[src/rtl/core/jsu_pkg.sv]
`timescale 1ns / 1ps
`default_nettype none
// ----------------------------------------------------------------------------
// jsu_pkg
// shared types and constants for the json string unescaper
// ----------------------------------------------------------------------------
package jsu_pkg;

  localparam int unsigned QUEUE_DEPTH = 4;

  typedef enum logic [3:0] {
    PH_WAIT    = 4'd0,
    PH_STR     = 4'd1,
    PH_ESC     = 4'd2,
    PH_HEX_HI  = 4'd3,
    PH_PAIR_BS = 4'd4,
    PH_PAIR_U  = 4'd5,
    PH_HEX_LO  = 4'd6
  } phase_t;

  typedef enum logic [1:0] {
    KIND_BYTE  = 2'd0,
    KIND_CLOSE = 2'd1,
    KIND_ERR   = 2'd2
  } kind_t;

  typedef enum logic [2:0] {
    ERR_NONE      = 3'd0,
    ERR_NO_OPEN   = 3'd1,
    ERR_CTRL_CHAR = 3'd2,
    ERR_BAD_ESC   = 3'd3,
    ERR_BAD_HEX   = 3'd4,
    ERR_BAD_PAIR  = 3'd5,
    ERR_LONE_LOW  = 3'd6,
    ERR_EARLY_END = 3'd7
  } err_t;

  // one decoded request: a code point or raw byte to expand, or a status
  typedef struct packed {
    kind_t       kind;
    err_t        err;
    logic [20:0] cp;
    logic [1:0]  len_m1;  // number of utf-8 bytes minus one
  } cmd_t;

endpackage : jsu_pkg
`default_nettype wire

[src/rtl/core/jsu_if.sv]
`timescale 1ns / 1ps
`default_nettype none
// ----------------------------------------------------------------------------
// jsu_in_if / jsu_out_if
// valid/ready channels for raw input bytes and decoded results
// ----------------------------------------------------------------------------
interface jsu_in_if;
  logic       valid;
  logic       ready;
  logic [7:0] in_byte;
  logic       input_ends;

  modport source (output valid, output in_byte, output input_ends, input ready);
  modport sink (input valid, input in_byte, input input_ends, output ready);
endinterface : jsu_in_if

interface jsu_out_if;
  logic       valid;
  logic       ready;
  logic [7:0] out_byte;
  logic [1:0] out_kind;
  logic [2:0] error_code;
  logic       last_of_run;

  modport source (output valid, output out_byte, output out_kind, output error_code,
                  output last_of_run, input ready);
  modport sink (input valid, input out_byte, input out_kind, input error_code,
                input last_of_run, output ready);
endinterface : jsu_out_if
`default_nettype wire

[src/rtl/core/json_string_unescape_utf8.sv]
`timescale 1ns / 1ps
`default_nettype none
// ----------------------------------------------------------------------------
// json_string_unescape_utf8
// json string literal unescaper producing utf-8 bytes and status results
// ----------------------------------------------------------------------------
// path: a taken byte's request is written into the request queue; its results
//   then pass to the output register, one per cycle while the receiver is ready
// throughput: one input byte per cycle while the queue has room, one result
//   per cycle at the output port; a \u escape or surrogate pair yields up to
//   four results, absorbed by the request queue between front and back end
// reset: synchronous, clears parse state, queue pointers and output valid
// ----------------------------------------------------------------------------
module json_string_unescape_utf8 #(
  parameter int unsigned QUEUE_DEPTH = jsu_pkg::QUEUE_DEPTH
) (
  input  wire logic  clk,
  input  wire logic  rst,
  jsu_in_if.sink     in_ch,
  jsu_out_if.source  out_ch
);

  // request from the parser to the expander
  jsu_pkg::cmd_t push_cmd;
  jsu_pkg::cmd_t pop_cmd;
  logic          push_valid, push_ready;
  logic          pop_valid, pop;

  // front end: quote/escape/hex tracking, one request per producing byte
  jsu_front u_front (
    .clk        (clk),
    .rst        (rst),
    .in_ch      (in_ch),
    .push_cmd   (push_cmd),
    .push_valid (push_valid),
    .push_ready (push_ready)
  );

  // decoupling queue, lets the parser run ahead while multi-byte runs drain
  jsu_queue #(
    .DEPTH (QUEUE_DEPTH)
  ) u_queue (
    .clk        (clk),
    .rst        (rst),
    .push_valid (push_valid),
    .push_cmd   (push_cmd),
    .push_ready (push_ready),
    .pop_valid  (pop_valid),
    .pop_cmd    (pop_cmd),
    .pop        (pop)
  );

  // back end: utf-8 encoder feeding the output register
  jsu_back u_back (
    .clk       (clk),
    .rst       (rst),
    .pop_valid (pop_valid),
    .pop_cmd   (pop_cmd),
    .pop       (pop),
    .out_ch    (out_ch)
  );

endmodule : json_string_unescape_utf8
`default_nettype wire

[src/rtl/core/jsu_front.sv]
`timescale 1ns / 1ps
`default_nettype none
// ----------------------------------------------------------------------------
// jsu_front
// parses raw bytes, tracks escape state, issues one request per result group
// ----------------------------------------------------------------------------
module jsu_front (
  input  wire logic          clk,
  input  wire logic          rst,
  jsu_in_if.sink             in_ch,
  output jsu_pkg::cmd_t      push_cmd,
  output logic               push_valid,
  input  wire logic          push_ready
);

  localparam logic [7:0] CH_QUOTE  = 8'h22;
  localparam logic [7:0] CH_BSLASH = 8'h5C;
  localparam logic [7:0] CH_SLASH  = 8'h2F;
  localparam logic [7:0] CH_B      = 8'h62;
  localparam logic [7:0] CH_F      = 8'h66;
  localparam logic [7:0] CH_N      = 8'h6E;
  localparam logic [7:0] CH_R      = 8'h72;
  localparam logic [7:0] CH_T      = 8'h74;
  localparam logic [7:0] CH_U      = 8'h75;

  jsu_pkg::phase_t phase, phase_next;
  logic [15:0]     code_unit, code_unit_next;
  logic [9:0]      high_part, high_part_next;
  logic [1:0]      hex_digits_seen, hex_digits_seen_next;

  logic        acc;
  logic [7:0]  b;
  logic [3:0]  hex_val;
  logic        hex_ok;
  logic [15:0] cu_shift;
  logic        is_hi, is_lo;
  logic        cmd_valid;
  logic [20:0] pair_cp;

  assign b      = in_ch.in_byte;
  assign acc    = in_ch.valid & in_ch.ready;
  assign in_ch.ready = push_ready;
  assign push_valid  = acc & cmd_valid;

  always_comb begin
    hex_ok  = 1'b1;
    hex_val = 4'd0;
    if (b inside {[8'h30:8'h39]}) begin
      hex_val = 4'(b - 8'h30);
    end else if (b inside {[8'h61:8'h66]}) begin
      hex_val = 4'(b - 8'h57);
    end else if (b inside {[8'h41:8'h46]}) begin
      hex_val = 4'(b - 8'h37);
    end else begin
      hex_ok = 1'b0;
    end
  end

  assign cu_shift = {code_unit[11:0], hex_val};
  assign is_hi    = (cu_shift[15:10] == 6'b110110);
  assign is_lo    = (cu_shift[15:10] == 6'b110111);
  // 0x10000 + (high << 10) + low offset
  assign pair_cp  = 21'h10000 + {1'b0, high_part, cu_shift[9:0]};

  // next state
  always_comb begin
    phase_next           = phase;
    code_unit_next       = code_unit;
    high_part_next       = high_part;
    hex_digits_seen_next = hex_digits_seen;
    if (in_ch.input_ends) begin
      phase_next           = jsu_pkg::PH_WAIT;
      code_unit_next       = '0;
      high_part_next       = '0;
      hex_digits_seen_next = '0;
    end else begin
      case (phase)
        jsu_pkg::PH_STR: begin
          if (b == CH_QUOTE || b <= 8'h1F) begin
            phase_next = jsu_pkg::PH_WAIT;
          end else if (b == CH_BSLASH) begin
            phase_next = jsu_pkg::PH_ESC;
          end
        end
        jsu_pkg::PH_ESC: begin
          if (b == CH_QUOTE || b == CH_BSLASH || b == CH_SLASH || b == CH_B ||
              b == CH_F || b == CH_N || b == CH_R || b == CH_T) begin
            phase_next = jsu_pkg::PH_STR;
          end else if (b == CH_U) begin
            phase_next           = jsu_pkg::PH_HEX_HI;
            code_unit_next       = '0;
            hex_digits_seen_next = '0;
          end else begin
            phase_next = jsu_pkg::PH_WAIT;
          end
        end
        jsu_pkg::PH_HEX_HI, jsu_pkg::PH_HEX_LO: begin
          if (!hex_ok) begin
            phase_next           = jsu_pkg::PH_WAIT;
            code_unit_next       = '0;
            high_part_next       = '0;
            hex_digits_seen_next = '0;
          end else if (hex_digits_seen != 2'd3) begin
            code_unit_next       = cu_shift;
            hex_digits_seen_next = hex_digits_seen + 2'd1;
          end else begin
            hex_digits_seen_next = '0;
            code_unit_next       = '0;
            if (phase == jsu_pkg::PH_HEX_HI) begin
              if (is_hi) begin
                phase_next     = jsu_pkg::PH_PAIR_BS;
                high_part_next = cu_shift[9:0];
                code_unit_next = cu_shift;
              end else if (is_lo) begin
                phase_next = jsu_pkg::PH_WAIT;
              end else begin
                phase_next = jsu_pkg::PH_STR;
              end
            end else begin
              high_part_next = '0;
              phase_next     = is_lo ? jsu_pkg::PH_STR : jsu_pkg::PH_WAIT;
            end
          end
        end
        jsu_pkg::PH_PAIR_BS: begin
          if (b == CH_BSLASH) begin
            phase_next = jsu_pkg::PH_PAIR_U;
          end else begin
            phase_next     = jsu_pkg::PH_WAIT;
            code_unit_next = '0;
            high_part_next = '0;
          end
        end
        jsu_pkg::PH_PAIR_U: begin
          if (b == CH_U) begin
            phase_next           = jsu_pkg::PH_HEX_LO;
            code_unit_next       = '0;
            hex_digits_seen_next = '0;
          end else begin
            phase_next     = jsu_pkg::PH_WAIT;
            code_unit_next = '0;
            high_part_next = '0;
          end
        end
        default: begin
          phase_next           = (b == CH_QUOTE) ? jsu_pkg::PH_STR : jsu_pkg::PH_WAIT;
          code_unit_next       = '0;
          high_part_next       = '0;
          hex_digits_seen_next = '0;
        end
      endcase
    end
  end

  // request to the back end
  always_comb begin
    cmd_valid       = 1'b0;
    push_cmd.kind   = jsu_pkg::KIND_BYTE;
    push_cmd.err    = jsu_pkg::ERR_NONE;
    push_cmd.cp     = '0;
    push_cmd.len_m1 = 2'd0;
    if (in_ch.input_ends) begin
      cmd_valid     = 1'b1;
      push_cmd.kind = jsu_pkg::KIND_ERR;
      push_cmd.err  = (phase == jsu_pkg::PH_WAIT) ? jsu_pkg::ERR_NO_OPEN
                                                  : jsu_pkg::ERR_EARLY_END;
    end else begin
      case (phase)
        jsu_pkg::PH_STR: begin
          if (b == CH_QUOTE) begin
            cmd_valid     = 1'b1;
            push_cmd.kind = jsu_pkg::KIND_CLOSE;
          end else if (b <= 8'h1F) begin
            cmd_valid     = 1'b1;
            push_cmd.kind = jsu_pkg::KIND_ERR;
            push_cmd.err  = jsu_pkg::ERR_CTRL_CHAR;
          end else if (b != CH_BSLASH) begin
            // raw bytes, including 0x80 and above, pass through as one byte
            cmd_valid   = 1'b1;
            push_cmd.cp = {13'd0, b};
          end
        end
        jsu_pkg::PH_ESC: begin
          cmd_valid = 1'b1;
          case (b)
            CH_QUOTE, CH_BSLASH, CH_SLASH: push_cmd.cp = {13'd0, b};
            CH_B: push_cmd.cp = 21'h08;
            CH_F: push_cmd.cp = 21'h0C;
            CH_N: push_cmd.cp = 21'h0A;
            CH_R: push_cmd.cp = 21'h0D;
            CH_T: push_cmd.cp = 21'h09;
            CH_U: cmd_valid = 1'b0;
            default: begin
              push_cmd.kind = jsu_pkg::KIND_ERR;
              push_cmd.err  = jsu_pkg::ERR_BAD_ESC;
            end
          endcase
        end
        jsu_pkg::PH_HEX_HI, jsu_pkg::PH_HEX_LO: begin
          if (!hex_ok) begin
            cmd_valid     = 1'b1;
            push_cmd.kind = jsu_pkg::KIND_ERR;
            push_cmd.err  = (phase == jsu_pkg::PH_HEX_HI) ? jsu_pkg::ERR_BAD_HEX
                                                          : jsu_pkg::ERR_BAD_PAIR;
          end else if (hex_digits_seen == 2'd3) begin
            if (phase == jsu_pkg::PH_HEX_HI) begin
              if (is_lo) begin
                cmd_valid     = 1'b1;
                push_cmd.kind = jsu_pkg::KIND_ERR;
                push_cmd.err  = jsu_pkg::ERR_LONE_LOW;
              end else if (!is_hi) begin
                cmd_valid   = 1'b1;
                push_cmd.cp = {5'd0, cu_shift};
                if (cu_shift[15:11] != 5'd0) begin
                  push_cmd.len_m1 = 2'd2;
                end else if (cu_shift[10:7] != 4'd0) begin
                  push_cmd.len_m1 = 2'd1;
                end
              end
            end else begin
              cmd_valid = 1'b1;
              if (is_lo) begin
                push_cmd.cp     = pair_cp;
                push_cmd.len_m1 = 2'd3;
              end else begin
                push_cmd.kind = jsu_pkg::KIND_ERR;
                push_cmd.err  = jsu_pkg::ERR_BAD_PAIR;
              end
            end
          end
        end
        jsu_pkg::PH_PAIR_BS: begin
          if (b != CH_BSLASH) begin
            cmd_valid     = 1'b1;
            push_cmd.kind = jsu_pkg::KIND_ERR;
            push_cmd.err  = jsu_pkg::ERR_BAD_PAIR;
          end
        end
        jsu_pkg::PH_PAIR_U: begin
          if (b != CH_U) begin
            cmd_valid     = 1'b1;
            push_cmd.kind = jsu_pkg::KIND_ERR;
            push_cmd.err  = jsu_pkg::ERR_BAD_PAIR;
          end
        end
        default: begin
          if (b != CH_QUOTE) begin
            cmd_valid     = 1'b1;
            push_cmd.kind = jsu_pkg::KIND_ERR;
            push_cmd.err  = jsu_pkg::ERR_NO_OPEN;
          end
        end
      endcase
    end
  end

  always_ff @(posedge clk) begin
    if (rst) begin
      phase           <= jsu_pkg::PH_WAIT;
      code_unit       <= '0;
      high_part       <= '0;
      hex_digits_seen <= '0;
    end else if (acc) begin
      phase           <= phase_next;
      code_unit       <= code_unit_next;
      high_part       <= high_part_next;
      hex_digits_seen <= hex_digits_seen_next;
    end
  end

endmodule : jsu_front
`default_nettype wire

[src/rtl/core/jsu_queue.sv]
`timescale 1ns / 1ps
`default_nettype none
// ----------------------------------------------------------------------------
// jsu_queue
// small request queue between front and back end
// ----------------------------------------------------------------------------
module jsu_queue #(
  parameter int unsigned DEPTH = jsu_pkg::QUEUE_DEPTH
) (
  input  wire logic          clk,
  input  wire logic          rst,
  input  wire logic          push_valid,
  input  jsu_pkg::cmd_t      push_cmd,
  output logic               push_ready,
  output logic               pop_valid,
  output jsu_pkg::cmd_t      pop_cmd,
  input  wire logic          pop
);

  localparam int unsigned AW = (DEPTH > 1) ? $clog2(DEPTH) : 1;
  localparam int unsigned CW = $clog2(DEPTH + 1);

  jsu_pkg::cmd_t   mem [DEPTH];
  logic [AW-1:0]   wr_ptr, rd_ptr;
  logic [CW-1:0]   count;
  logic            do_push, do_pop;

  assign push_ready = (count != CW'(DEPTH));
  assign pop_valid  = (count != '0);
  assign pop_cmd    = mem[rd_ptr];
  assign do_push    = push_valid & push_ready;
  assign do_pop     = pop & pop_valid;

  always_ff @(posedge clk) begin
    if (do_push) begin
      mem[wr_ptr] <= push_cmd;
    end
  end

  always_ff @(posedge clk) begin
    if (rst) begin
      wr_ptr <= '0;
      rd_ptr <= '0;
      count  <= '0;
    end else begin
      if (do_push) begin
        wr_ptr <= (wr_ptr == AW'(DEPTH - 1)) ? '0 : wr_ptr + 1'b1;
      end
      if (do_pop) begin
        rd_ptr <= (rd_ptr == AW'(DEPTH - 1)) ? '0 : rd_ptr + 1'b1;
      end
      if (do_push && !do_pop) begin
        count <= count + 1'b1;
      end else if (do_pop && !do_push) begin
        count <= count - 1'b1;
      end
    end
  end

endmodule : jsu_queue
`default_nettype wire

[src/rtl/core/jsu_back.sv]
`timescale 1ns / 1ps
`default_nettype none
// ----------------------------------------------------------------------------
// jsu_back
// expands requests into utf-8 bytes and status results, one per cycle while the receiver is ready
// ----------------------------------------------------------------------------
module jsu_back (
  input  wire logic          clk,
  input  wire logic          rst,
  input  wire logic          pop_valid,
  input  jsu_pkg::cmd_t      pop_cmd,
  output logic               pop,
  jsu_out_if.source          out_ch
);

  logic [1:0] idx;
  logic       load;
  logic       last;
  logic [7:0] enc;

  function automatic logic [7:0] utf8_byte(input logic [20:0] cp, input logic [1:0] len_m1,
                                           input logic [1:0] i);
    logic [7:0] r;
    r = 8'h00;
    case (len_m1)
      2'd0: r = cp[7:0];
      2'd1: r = (i == 2'd0) ? {3'b110, cp[10:6]} : {2'b10, cp[5:0]};
      2'd2: begin
        case (i)
          2'd0:    r = {4'b1110, cp[15:12]};
          2'd1:    r = {2'b10, cp[11:6]};
          default: r = {2'b10, cp[5:0]};
        endcase
      end
      default: begin
        case (i)
          2'd0:    r = {5'b11110, cp[20:18]};
          2'd1:    r = {2'b10, cp[17:12]};
          2'd2:    r = {2'b10, cp[11:6]};
          default: r = {2'b10, cp[5:0]};
        endcase
      end
    endcase
    return r;
  endfunction

  assign load = pop_valid & (~out_ch.valid | out_ch.ready);
  assign last = (idx == pop_cmd.len_m1);
  assign pop  = load & last;
  assign enc  = (pop_cmd.kind == jsu_pkg::KIND_BYTE) ?
                utf8_byte(pop_cmd.cp, pop_cmd.len_m1, idx) : 8'h00;

  always_ff @(posedge clk) begin
    if (rst) begin
      out_ch.valid <= 1'b0;
      idx          <= '0;
    end else begin
      if (load) begin
        out_ch.valid <= 1'b1;
        idx          <= last ? 2'd0 : idx + 2'd1;
      end else if (out_ch.ready) begin
        out_ch.valid <= 1'b0;
      end
    end
  end

  always_ff @(posedge clk) begin
    if (load) begin
      out_ch.out_byte    <= enc;
      out_ch.out_kind    <= pop_cmd.kind;
      out_ch.error_code  <= pop_cmd.err;
      out_ch.last_of_run <= last;
    end
  end

endmodule : jsu_back
`default_nettype wire

[src/flat_wrapper.sv]
// flat-port wrapper written by rule: the top's interface ports become plain ports
module json_string_unescape_utf8_flat 
#(
  parameter int unsigned QUEUE_DEPTH = jsu_pkg::QUEUE_DEPTH
)
  (clk, rst, in_ch_valid, in_ch_in_byte, in_ch_input_ends, in_ch_ready, out_ch_valid, out_ch_out_byte, out_ch_out_kind, out_ch_error_code, out_ch_last_of_run, out_ch_ready);
  jsu_in_if in_ch_i ();
  jsu_out_if out_ch_i ();
  input  wire logic clk;
  input  wire logic rst;
  input wire logic [$bits(in_ch_i.valid)-1:0] in_ch_valid;
  input wire logic [$bits(in_ch_i.in_byte)-1:0] in_ch_in_byte;
  input wire logic [$bits(in_ch_i.input_ends)-1:0] in_ch_input_ends;
  output wire logic [$bits(in_ch_i.ready)-1:0] in_ch_ready;
  output wire logic [$bits(out_ch_i.valid)-1:0] out_ch_valid;
  output wire logic [$bits(out_ch_i.out_byte)-1:0] out_ch_out_byte;
  output wire logic [$bits(out_ch_i.out_kind)-1:0] out_ch_out_kind;
  output wire logic [$bits(out_ch_i.error_code)-1:0] out_ch_error_code;
  output wire logic [$bits(out_ch_i.last_of_run)-1:0] out_ch_last_of_run;
  input wire logic [$bits(out_ch_i.ready)-1:0] out_ch_ready;
  assign in_ch_i.valid = in_ch_valid;
  assign in_ch_i.in_byte = in_ch_in_byte;
  assign in_ch_i.input_ends = in_ch_input_ends;
  assign in_ch_ready = in_ch_i.ready;
  assign out_ch_valid = out_ch_i.valid;
  assign out_ch_out_byte = out_ch_i.out_byte;
  assign out_ch_out_kind = out_ch_i.out_kind;
  assign out_ch_error_code = out_ch_i.error_code;
  assign out_ch_last_of_run = out_ch_i.last_of_run;
  assign out_ch_i.ready = out_ch_ready;
  json_string_unescape_utf8 #(.QUEUE_DEPTH(QUEUE_DEPTH)) u_core (.clk(clk), .rst(rst), .in_ch(in_ch_i), .out_ch(out_ch_i));
endmodule
[config.mk]
export PLATFORM = sky130hd
export DESIGN_NAME = json_string_unescape_utf8_flat
export DESIGN_NICKNAME = d
export VERILOG_FILES = /design/src/rtl/core/jsu_pkg.sv /design/src/rtl/core/jsu_if.sv /design/src/rtl/core/json_string_unescape_utf8.sv /design/src/rtl/core/jsu_front.sv /design/src/rtl/core/jsu_queue.sv /design/src/rtl/core/jsu_back.sv /design/src/flat_wrapper.sv
export SDC_FILE = /design/constraint.sdc
export NUM_CORES = 1
export LEC_CHECK = 0
export BUFFER_PORTS_ARGS = -buffer_cell sky130_fd_sc_hd__buf_2
export CORE_MARGIN = 4
export CORE_UTILIZATION = 58
export CTS_BUF_LIST = sky130_fd_sc_hd__clkbuf_8
export CTS_CLUSTER_DIAMETER = 80
export DETAILED_ROUTE_END_ITERATION = 10
export GPL_ROUTABILITY_DRIVEN = 0
export GPL_TIMING_DRIVEN = 0
export PLACE_DENSITY = 0.78
export SYNTH_ARGS = -nofsm -noshare
export SYNTH_HDL_FRONTEND = slang
export SYNTH_SLANG_ARGS = --single-unit
[constraint.sdc]
create_clock -name clk -period 2.8 [get_ports clk]
set_input_delay 0 -clock clk [delete_from_list [all_inputs] [get_ports clk]]
set_output_delay 0 -clock clk [all_outputs]
set_load 0.005 [all_outputs]
==> flow_summary.toml, run 1 <==
[sta]
worst_hold_slack_ns = 0.119
max_freq_ghz = 0.363
setup_tns_ns = 0
hold_viol = 0
layout_setup_ws_ns = 0.0456
post-route-period-util_pct = 98.4
setup_viol = 0
maxSlewViolCount = 0
tightest_slew_ns = 0.871
fin_crit_ns = 2.75
fin_skew_ns = 0.0123
max-slew-margin-rel_pct = 40.4

[floorplanning]
dieArea_mm2 = 0.0156
die_width_um = 125
die_h_um = 125
rows = 42
start_util_pct = 59.7
coreArea_mm2 = 0.0133
io_pins = 29

[critical_path]
cp-endpoint = "u_core.u_queue.count[2]"
r2r_end = "u_core.u_queue.count[2]"
crit_required_ns = 3.18
cp_max_fo = 4
reg2reg_depth = 11
start_kind = "register"
reg2reg_slack_ns = 0.05
endpoint_kind = "register"
crit_arrival_ns = 3.13
path_class = "reg2reg"

[cts]
path_clk_slew_ns = 0.10
cts_root_buf = "clkbuf_8"
htreeDepth = 4
clk_latency_ns = 0.45
cts-buffers-inserted = 17
clock_sinks = 165
tritoncts = "yes"
clk_path_buf_depth = 2

[worst_hold_path]
hp-class = "in2reg"

[drt]
drc_errors = 0
wl_um = 17900
wl_per_cell_um = 20.9
ant_nets = 0
vias = 5472
via_per_inst = 6.41
dr.pass1.iters = 5
drt_iter0_drc = 584

[logic_synthesis]
netlist_area_mm2 = 0.00793
synth_edf_count = 126
yosys.cell_types.count = 78
syn_nets = 647
async_flop_share_pct = 0
synth_warnings = 0
syn_area_per_cell_um2 = 13.0
yosys.area.top_type = "edfxtp_1"
synth_seq_cells = 165
yosysSeqAreaShare_pct = 57.5
synth_flop_cell = "edfxtp_1"
synthTopCellsByArea = "edfxtp_1 48%, dfxtp_1 9.8%, mux4_2 8.0%"
synth_cells = 610
synth_top_area_share_pct = 47.7

[finish]
fin_nets = 702
nFillCells = 917
final_layout_size_suffix_gt1_share_pct = 25.2
instances_no_fill = 854
n_antenna_cell = 0
multi_input_comb_area_mm2 = 0.00323
area_delta_synth_final_pct = 12.2
seq_area_mm2 = 0.00457

[grt]
grt_pass1_vias = 5405
gr-usage-met2_pct = 40.3
grt_max_degree = 29
grt_first_pass_wirelength_um = 28900
overflow = 0
met1_usage_pct = 30.2
busiest_layer = "met2"
grt_antenna_before_repair = 0
use_met3_pct = 3.88
grt_usage_pct = 23.4

[power_and_ir_drop]
p_per_area_mw_per_mm2 = 772
p_leak_nw = 3.05
vdd_drop_max_mv = 0.402
p_total_mw = 6.87

[place]
dp_slack_ns = -0.388
portBuffers = 27
dp_hpwl_um = 12500
dp_cells = 813

[run]
maxCapViolCount = 0

[outcome]
status = "completed"
==> worst max-delay path, stage by stage, from the launching register on <==
cell     delay (ns)
dfxtp_1        0.34
buf_6          0.12
mux4_2         0.56
xnor2_2        0.21
nor2_1         0.11
nand2_2        0.11
ha_2           0.19
inv_1          0.06
fa_2           0.34
xor2_1         0.18
or3_1          0.31
a21oi_1        0.14
==> registers in the layout, summed over array words and instances (netlist names), named ones only <==
name	cells
u_core.u_back.out_ch.out_kind	2
u_core.u_back.idx	2
u_core.u_queue.rd_ptr	2
u_core.u_front.code_unit	12
u_core.u_front.high_part	10
u_core.u_front.hex_digits_seen	2
u_core.u_front.phase	3
u_core.u_queue.mem	112
u_core.u_back.out_ch.valid	1
u_core.u_back.out_ch.last_of_run	1
u_core.u_back.out_ch.error_code	3
u_core.u_queue.wr_ptr	2
u_core.u_back.out_ch.out_byte	8
u_core.u_queue.count	3
==> through the flow <==
| stage | utilization [%] | cell area [µm²] |
|---|---|---|
| finish | 66.9 | 8900 |
| global route | 66.9 | 8900 |
| CTS | 66.3 | 8810 |
| detailed placement | 62.4 | 8290 |
| global placement | 62.3 | 8290 |
| floorplan | - | 7930 |
==> worst min path at each step <==
stage                     slack [ns]  cells past startpoint          from                    endpoint
after floorplan                 0.18                      3  out_ch_ready  u_core.u_back.out_ch.valid
after global placement          0.27                      4  out_ch_ready  u_core.u_back.out_ch.valid
after global routing            0.15                      4   in_ch_valid    u_core.u_queue.wr_ptr[0]
final                           0.12                      4   in_ch_valid    u_core.u_queue.wr_ptr[0]
after CTS                        0.1                      4   in_ch_valid    u_core.u_queue.wr_ptr[1]
after detailed placement        0.31                      4  out_ch_ready  u_core.u_back.out_ch.valid
==> power by group <==
| group | switching [mW] | total (mW) | internal (mW) |
|---|---|---|---|
| Clock | 0.898 | 1.72 | 0.817 |
| Combinational | 1.17 | 2.08 | 0.919 |
| Sequential | 0.111 | 3.07 | 2.96 |
==> placed cells by master (no fill, tap or decap), drive strengths merged, types with 10 or more instances in the layout <==
cell type / n
edfxtp: 126
buf: 49
nand2: 40
dfxtp: 39
nor2: 37
inv: 36
a21oi: 33
clkbuf: 31
mux4: 28
ha: 23
o21ai: 20
nand3: 15
nor3: 15
a22o: 14
a22oi: 12
nor3b: 10
a31o: 10
==> per-layer routing <==
layer,part of all wire (%),routed length (µm)
met2,51,9090
met4,2.9,510
met3,7.2,1290
met1,39,7000
met5,0,0
==> area by class of cell <==
type,instances,area share (%)
Inverter,28,1.22
Clock buffer,17,2.63
Multi-Input combinational cell,388,36.3
Tap cell,176,2.47
Sequential cell,165,51.4
Clock inverter,15,1.88
Timing Repair Buffer,39,2.59
Buffer,26,1.55
==> synthesized netlist by cell type (12+ instances only) <==
| master | number |
|---|---|
| edfxtp_1 | 126 |
| nand2_1 | 40 |
| dfxtp_1 | 39 |
| nor2_1 | 36 |
| inv_1 | 28 |
| mux4_2 | 28 |
| a21oi_1 | 27 |
| ha_1 | 23 |
| clkbuf_1 | 20 |
| o21ai_0 | 19 |
| nand3_1 | 15 |
| a22o_1 | 14 |
| nor3_1 | 13 |
| a22oi_1 | 12 |
==> cells by family after synthesis <==
kind of cell,after synthesis,synth area share [%]
AOI/OAI and AO/OA,155,14.8
xor gates and xnor gates,6,0.663
adders and majority gates,24,3.88
buffers and inverters,57,2.97
DFF,165,57.5
muxes,31,8.33
and+or+nand+nor,172,11.8
==> repair_timing <==
item                       4_1_cts  5_1_grt
setup endpoints to repair      119        2
pin swaps                        1        8
hold endpoints to repair         2        0
gates resized for setup         23       20
buffers inserted                 5        5
hold buffers                     2        0
Note: power is estimated with default switching activity, not from simulation.
==> inputs of run 2 (changes only) <==
--- a/config.mk
+++ b/config.mk
@@ -6,14 +6,16 @@
 export NUM_CORES = 1
 export LEC_CHECK = 0
 export BUFFER_PORTS_ARGS = -buffer_cell sky130_fd_sc_hd__buf_2
+export CELL_PAD_IN_SITES_DETAIL_PLACEMENT = 1
+export CELL_PAD_IN_SITES_GLOBAL_PLACEMENT = 1
 export CORE_MARGIN = 4
-export CORE_UTILIZATION = 58
+export CORE_UTILIZATION = 48
 export CTS_BUF_LIST = sky130_fd_sc_hd__clkbuf_8
 export CTS_CLUSTER_DIAMETER = 80
 export DETAILED_ROUTE_END_ITERATION = 10
 export GPL_ROUTABILITY_DRIVEN = 0
 export GPL_TIMING_DRIVEN = 0
-export PLACE_DENSITY = 0.78
+export PLACE_DENSITY_LB_ADDON = 0.1
 export SYNTH_ARGS = -nofsm -noshare
 export SYNTH_HDL_FRONTEND = slang
 export SYNTH_SLANG_ARGS = --single-unit
==> run 2 against run 1 <==
Against the previous run:
- worst setup slack worse by 0.028 ns
- cell count up 4.4%
- maximum frequency down 1.0%
- largest cell class unchanged
- core utilization down 11 points
- hold slack better by 0.068 ns
- via count up 0.75%
- critical path type unchanged
- first-iteration DRC count down 41%
==> flow_summary.toml, run 2 (synthesis results as in run 1) <==
[floorplanning]
rows = 46
start_util_pct = 49.4
io_pins = 29
die_width_um = 137
dieArea_mm2 = 0.0186
die_h_um = 137
coreArea_mm2 = 0.0161

[cts]
htreeDepth = 4
cts_root_buf = "clkbuf_8"
clk_path_buf_depth = 2
tritoncts = "yes"
cts-buffers-inserted = 17
clk_latency_ns = 0.44
path_clk_slew_ns = 0.08
clock_sinks = 165

[sta]
max-slew-margin-rel_pct = 38.0
post-route-period-util_pct = 99.4
maxSlewViolCount = 0
setup_viol = 0
max_freq_ghz = 0.359
layout_setup_ws_ns = 0.0178
setup_tns_ns = 0
fin_crit_ns = 2.78
rsz0062_at_grt = "true"
fin_skew_ns = 0.0144
hold_viol = 0
tightest_slew_ns = 0.906

[power_and_ir_drop]
switching_share_pct = 31.9
combinationalPowerShare_pct = 32.3
p_int_mw = 4.58
p_per_area_mw_per_mm2 = 755
clkPwrFrac_pct = 22.0
seqPwrFrac_pct = 45.7
p_leak_nw = 3.01
vdd_drop_max_mv = 0.329
p_total_mw = 6.73
netSwitchingPower_mw = 2.15

[critical_path]
reg2reg_depth = 11
start_kind = "register"
reg2reg_slack_ns = 0.02
cp_max_fo = 4
endpoint_kind = "register"
crit_required_ns = 3.17
crit_arrival_ns = 3.15
path_class = "reg2reg"
r2r_end = "u_core.u_queue.count[2]"

[worst_hold_path]
hp-class = "in2reg"
whs_path_depth = 6
hp-start = "in_ch_in_byte[3]"
min_to = "u_core.u_front.code_unit[10]"

[drt]
ant_nets = 0
wl_per_cell_um = 23.0
wl_um = 20500
drc_errors = 0
drt_iter0_drc = 346
vias = 5513
via_per_inst = 6.18
dr.pass1.iters = 5

[finish]
fin_nets = 702
final_layout_size_suffix_gt1_share_pct = 24.7
area_delta_synth_final_pct = 12.3
reg_top3 = "u_core.u_queue.mem (112), u_core.u_front.code_unit (12), u_core.u_front.high_part (10)"
n_antenna_cell = 0
layout_commonest_cell = "edfxtp_1"
layout_common_cells = "126 x edfxtp_1, 38 x nand2_1, 34 x dfxtp_1, 33 x nor2_1, 32 x buf_2"
largest_reg_flops = 112
nFillCells = 1643
regMostFlops = "u_core.u_queue.mem"

[outcome]
status = "completed"

[grt]
grt_pass1_vias = 5837
overflow = 0
grt_first_pass_wirelength_um = 32000
grt_usage_pct = 22.7
grt_max_degree = 29
grt_antenna_before_repair = 0

[place]
dp_hpwl_um = 15000
dp_slack_ns = -0.430
portBuffers = 27

[run]
maxCapViolCount = 0
-- run 2: changes by cell type in the layout (fill, tap and decap cells not counted), sizes merged --
cell      before  now
clkinvlp       1    4
inv           36   32
bufinv         2    1
clkbuf        31   32
buf           49   48
-- run 2: power by group through the flow --
stage,combinational [mW],sequential (mW),clock (mW)
floorplan,1.37,3.10,0
global placement,1.89,3.10,0
detailed placement,1.96,3.12,0
CTS,2.09,3.08,1.52
global route,2.38,3.10,1.63
finish,2.17,3.07,1.48
-- run 2: timing repair --
| item | CTS | global route |
|---|---|---|
| gates cloned | 0 | 0 |
| hold buffers | 2 | 0 |
| gates resized for setup | 31 | 15 |
| endpoints found under the setup margin | 119 | 12 |
| hold endpoints to repair | 2 | 0 |
| pin swaps | 5 | 10 |
| setup buffers | 8 | 2 |
-- run 2: how the worst max path moves through the flow --
stage / startpoint / to / depth (start not counted)
global route: register / u_core.u_queue.count[2] / 11
CTS: u_core.u_front.phase[0] / u_core.u_queue.count[2] / 13
finish: register / u_core.u_queue.count[2] / 11
floorplan: register / u_core.u_queue.count[2] / 11
global placement: u_core.u_front.phase[0] / u_core.u_queue.mem[0][22] / 7
detailed placement: u_core.u_front.phase[0] / u_core.u_queue.count[2] / 13
-- run 2: metal layers --
metal | global-route usage, % | share of wire, %
met5 | 0 | 0
met2 | 40.4 | 53
met3 | 3.57 | 3.5
met4 | 8.79 | 2.4
met1 | 27.8 | 41
-- run 2: per-stage QoR --
step	hold WS, ns	cells	area, µm²	util [%]
2_1_floorplan	0.178	610	7930	-
3_3_place_gp	0.280	853	8340	51.9
3_5_place_dp	0.305	853	8340	51.9
4_1_cts	0.146	890	8840	55.0
5_1_grt	0.182	892	8910	55.5
6_report	0.187	892	8910	55.5
-- run 2: cell type report --
cell class	instances	area, µm²	share of cell area, %
Tap cell	216	270	3.03
Multi-Input combinational cell	388	3260	36.6
Timing Repair Buffer	39	230	2.58
Inverter	28	109	1.22
Clock inverter	13	97.6	1.10
Buffer	26	134	1.50
Sequential cell	165	4570	51.3
Clock buffer	17	234	2.63
-- run 2: critical path, cell delays in order (launching register included) --
cell and delay (ns):
dfxtp_2 0.33, buf_6 0.11, mux4_2 0.58, xnor2_2 0.24, nor2_2 0.08, nand2_2 0.14, ha_4 0.17, inv_2 0.04
fa_2 0.36, xor2_2 0.16, or3_4 0.38, a21oi_2 0.11
==> inputs of run 3 (changes only) <==
--- a/config.mk
+++ b/config.mk
@@ -8,9 +8,8 @@
 export BUFFER_PORTS_ARGS = -buffer_cell sky130_fd_sc_hd__buf_2
 export CELL_PAD_IN_SITES_DETAIL_PLACEMENT = 1
 export CELL_PAD_IN_SITES_GLOBAL_PLACEMENT = 1
-export CORE_MARGIN = 4
-export CORE_UTILIZATION = 48
-export CTS_BUF_LIST = sky130_fd_sc_hd__clkbuf_8
+export CORE_MARGIN = 2
+export CORE_UTILIZATION = 51
 export CTS_CLUSTER_DIAMETER = 80
 export DETAILED_ROUTE_END_ITERATION = 10
 export GPL_ROUTABILITY_DRIVEN = 0
==> constraint.sdc (replaced) <==
create_clock -name clk -period 2.9 [get_ports clk]
set_input_delay 0 -clock clk [delete_from_list [all_inputs] [get_ports clk]]
set_output_delay 0 -clock clk [all_outputs]
set_load 0.005 [all_outputs]
==> run 3 against run 2 <==
Against the previous run:
- sequential share of layout area decreased by 1.5 points
- largest power group unchanged
- via count increased by 1.4%
- clock power increased by 51%
- clock-buffer cell count increased by 6
- combinational power decreased by 2%
- power increased by 9.0%
- global-route usage increased by 4.2 points
- hold slack improved by 0.011 ns
- highest routed layer unchanged
- core utilization increased by 4.9 points
- critical endpoint unchanged
- routed wire length increased by 4.4%
==> flow_summary.toml, run 3 (synthesis results as in run 1) <==
[outcome]
status = "completed"

[floorplanning]
die_width_um = 129
die_h_um = 129
coreArea_mm2 = 0.0152
rows = 45
start_util_pct = 52.2
io_pins = 29
dieArea_mm2 = 0.0166

[cts]
cts_root_buf = "clkbuf_16"
clock_sinks = 165
cts-buffers-inserted = 17
htreeDepth = 4
clk_latency_ns = 0.43
clk_path_buf_depth = 2
tritoncts = "yes"
path_clk_slew_ns = 0.07

[place]
dp_slack_ns = -0.282
portBuffers = 27
dp_hpwl_um = 14900

[power_and_ir_drop]
p_leak_nw = 3.19
vdd_drop_max_mv = 0.462
p_per_area_mw_per_mm2 = 799

[critical_path]
crit_chain = "buf_12 > mux4_2 > xnor2_2 > nor2_1 > nand2_2 > ha_2 > inv_1 > fa_1 > xor2_1 > or3_1 > a21oi_1"
cp_max_fo = 6
start_kind = "register"
cp.depth = 11
cpMaxStageDelayCell = "mux4_2"
path_class = "reg2reg"
endpoint_kind = "register"
path_delay_family = "adder cells"
reg2reg_depth = 11
crit_buf_inv = 2
crit_arrival_ns = 3.18
crit_path_max_incr_delay_ns = 0.56
crit_required_ns = 3.26

[sta]
fin_skew_ns = 0.0114
layout_setup_ws_ns = 0.0727
fin_crit_ns = 2.83
hold_viol = 0
maxSlewViolCount = 0
post-route-period-util_pct = 97.5
tightest_slew_ns = 1.01
max_freq_ghz = 0.354
max-slew-margin-rel_pct = 31.2
setup_viol = 0

[grt]
grt_antenna_before_repair = 0
overflow = 0
grt_max_degree = 29
grt_usage_pct = 26.9
grt_pass1_vias = 5945
grt_first_pass_wirelength_um = 33100

[drt]
met1_length_um = 8590
wl_per_cell_um = 24.5
drc_errors = 0
ant_nets = 0
wl_met3_um = 838
dr.pass1.iters = 5
top_layer_used = "met4"
via_per_inst = 6.40
drt_iter0_drc = 444
wl_um = 21400
vias = 5588
dr_wl_met2_um = 11300

[finish]
regMostFlops = "u_core.u_queue.mem"
nFillCells = 1514
utilization_pct = 60.3
layout_commonest_cell = "edfxtp_1"
fin_nets = 709
largest_reg_flops = 112
final_layout_size_suffix_gt1_share_pct = 25.5
layout_common_cells = "126 x edfxtp_1, 38 x nand2_1, 33 x nor2_1, 33 x dfxtp_1, 31 x buf_2"
n_antenna_cell = 0
reg_top3 = "u_core.u_queue.mem (112), u_core.u_front.code_unit (12), u_core.u_front.high_part (10)"
area_delta_synth_final_pct = 15.6

[worst_hold_path]
whs_path_depth = 4
hp-class = "in2reg"

[run]
maxCapViolCount = 0
==> run 3: power by group <==
| part | internal (mW) | leakage [nW] | total [mW] | switching [mW] |
|---|---|---|---|---|
| Clock | 1.32 | 0.307 | 2.23 | 0.911 |
| Sequential | 2.86 | 1.53 | 2.98 | 0.117 |
| Combinational | 0.909 | 1.35 | 2.12 | 1.21 |
| Total | 5.09 | 3.19 | 7.33 | 2.24 |
==> run 3: cell type report <==
cell class | instances | area (µm²) | share of cell area (%)
Sequential cell | 165 | 4570 | 49.8
Buffer | 26 | 153 | 1.66
Timing Repair Buffer | 46 | 283 | 3.08
Inverter | 28 | 109 | 1.19
Tap cell | 188 | 235 | 2.56
Clock buffer | 23 | 542 | 5.91
Clock inverter | 9 | 58.8 | 0.641
Multi-Input combinational cell | 388 | 3220 | 35.1
==> run 3: final timing paths <==
check                              start                           to  slack (ns)
max                             register      u_core.u_queue.count[2]        0.07
min                          in_ch_valid     u_core.u_queue.wr_ptr[1]        0.20
max reg2reg                     register      u_core.u_queue.count[2]        0.07
min reg2reg  u_core.u_front.high_part[3]  u_core.u_front.high_part[3]        0.49
==> run 3: tightest hold or removal path: stages <==
cell	delay, ns
buf_2	0.09
nand2_1	0.20
o21ai_0	0.22
a21oi_1	0.06
==> run 3: per-layer routing <==
metal,track usage [%],vias to the layer above
met5,0,-
met4,11.7,0
met3,5.53,51
met2,47.7,180
met1,31.8,2841
li1,-,2516
==> run 3: metrics by stage <==
stage / total power, mW / setup TNS [ns] / cells / hold WS [ns] / area (µm²)
after detailed placement: 4.90 / -12.19 / 825 / 0.288 / 8310
after global routing: 7.63 / -0.0240 / 873 / 0.218 / 9170
after global placement: 4.81 / -60.85 / 825 / 0.271 / 8300
after floorplan: 4.32 / 0 / 610 / 0.178 / 7930
final: 7.33 / 0 / 873 / 0.198 / 9170
after CTS: 7.23 / -0.0332 / 859 / 0.166 / 9010
==> run 3: repair_timing <==
action,CTS,global route
resized for setup,19,27
setup endpoints to repair,119,116
endpoints found under the hold margin,2,0
hold buffers,2,0
setup buffers,3,14
pin swaps,2,8
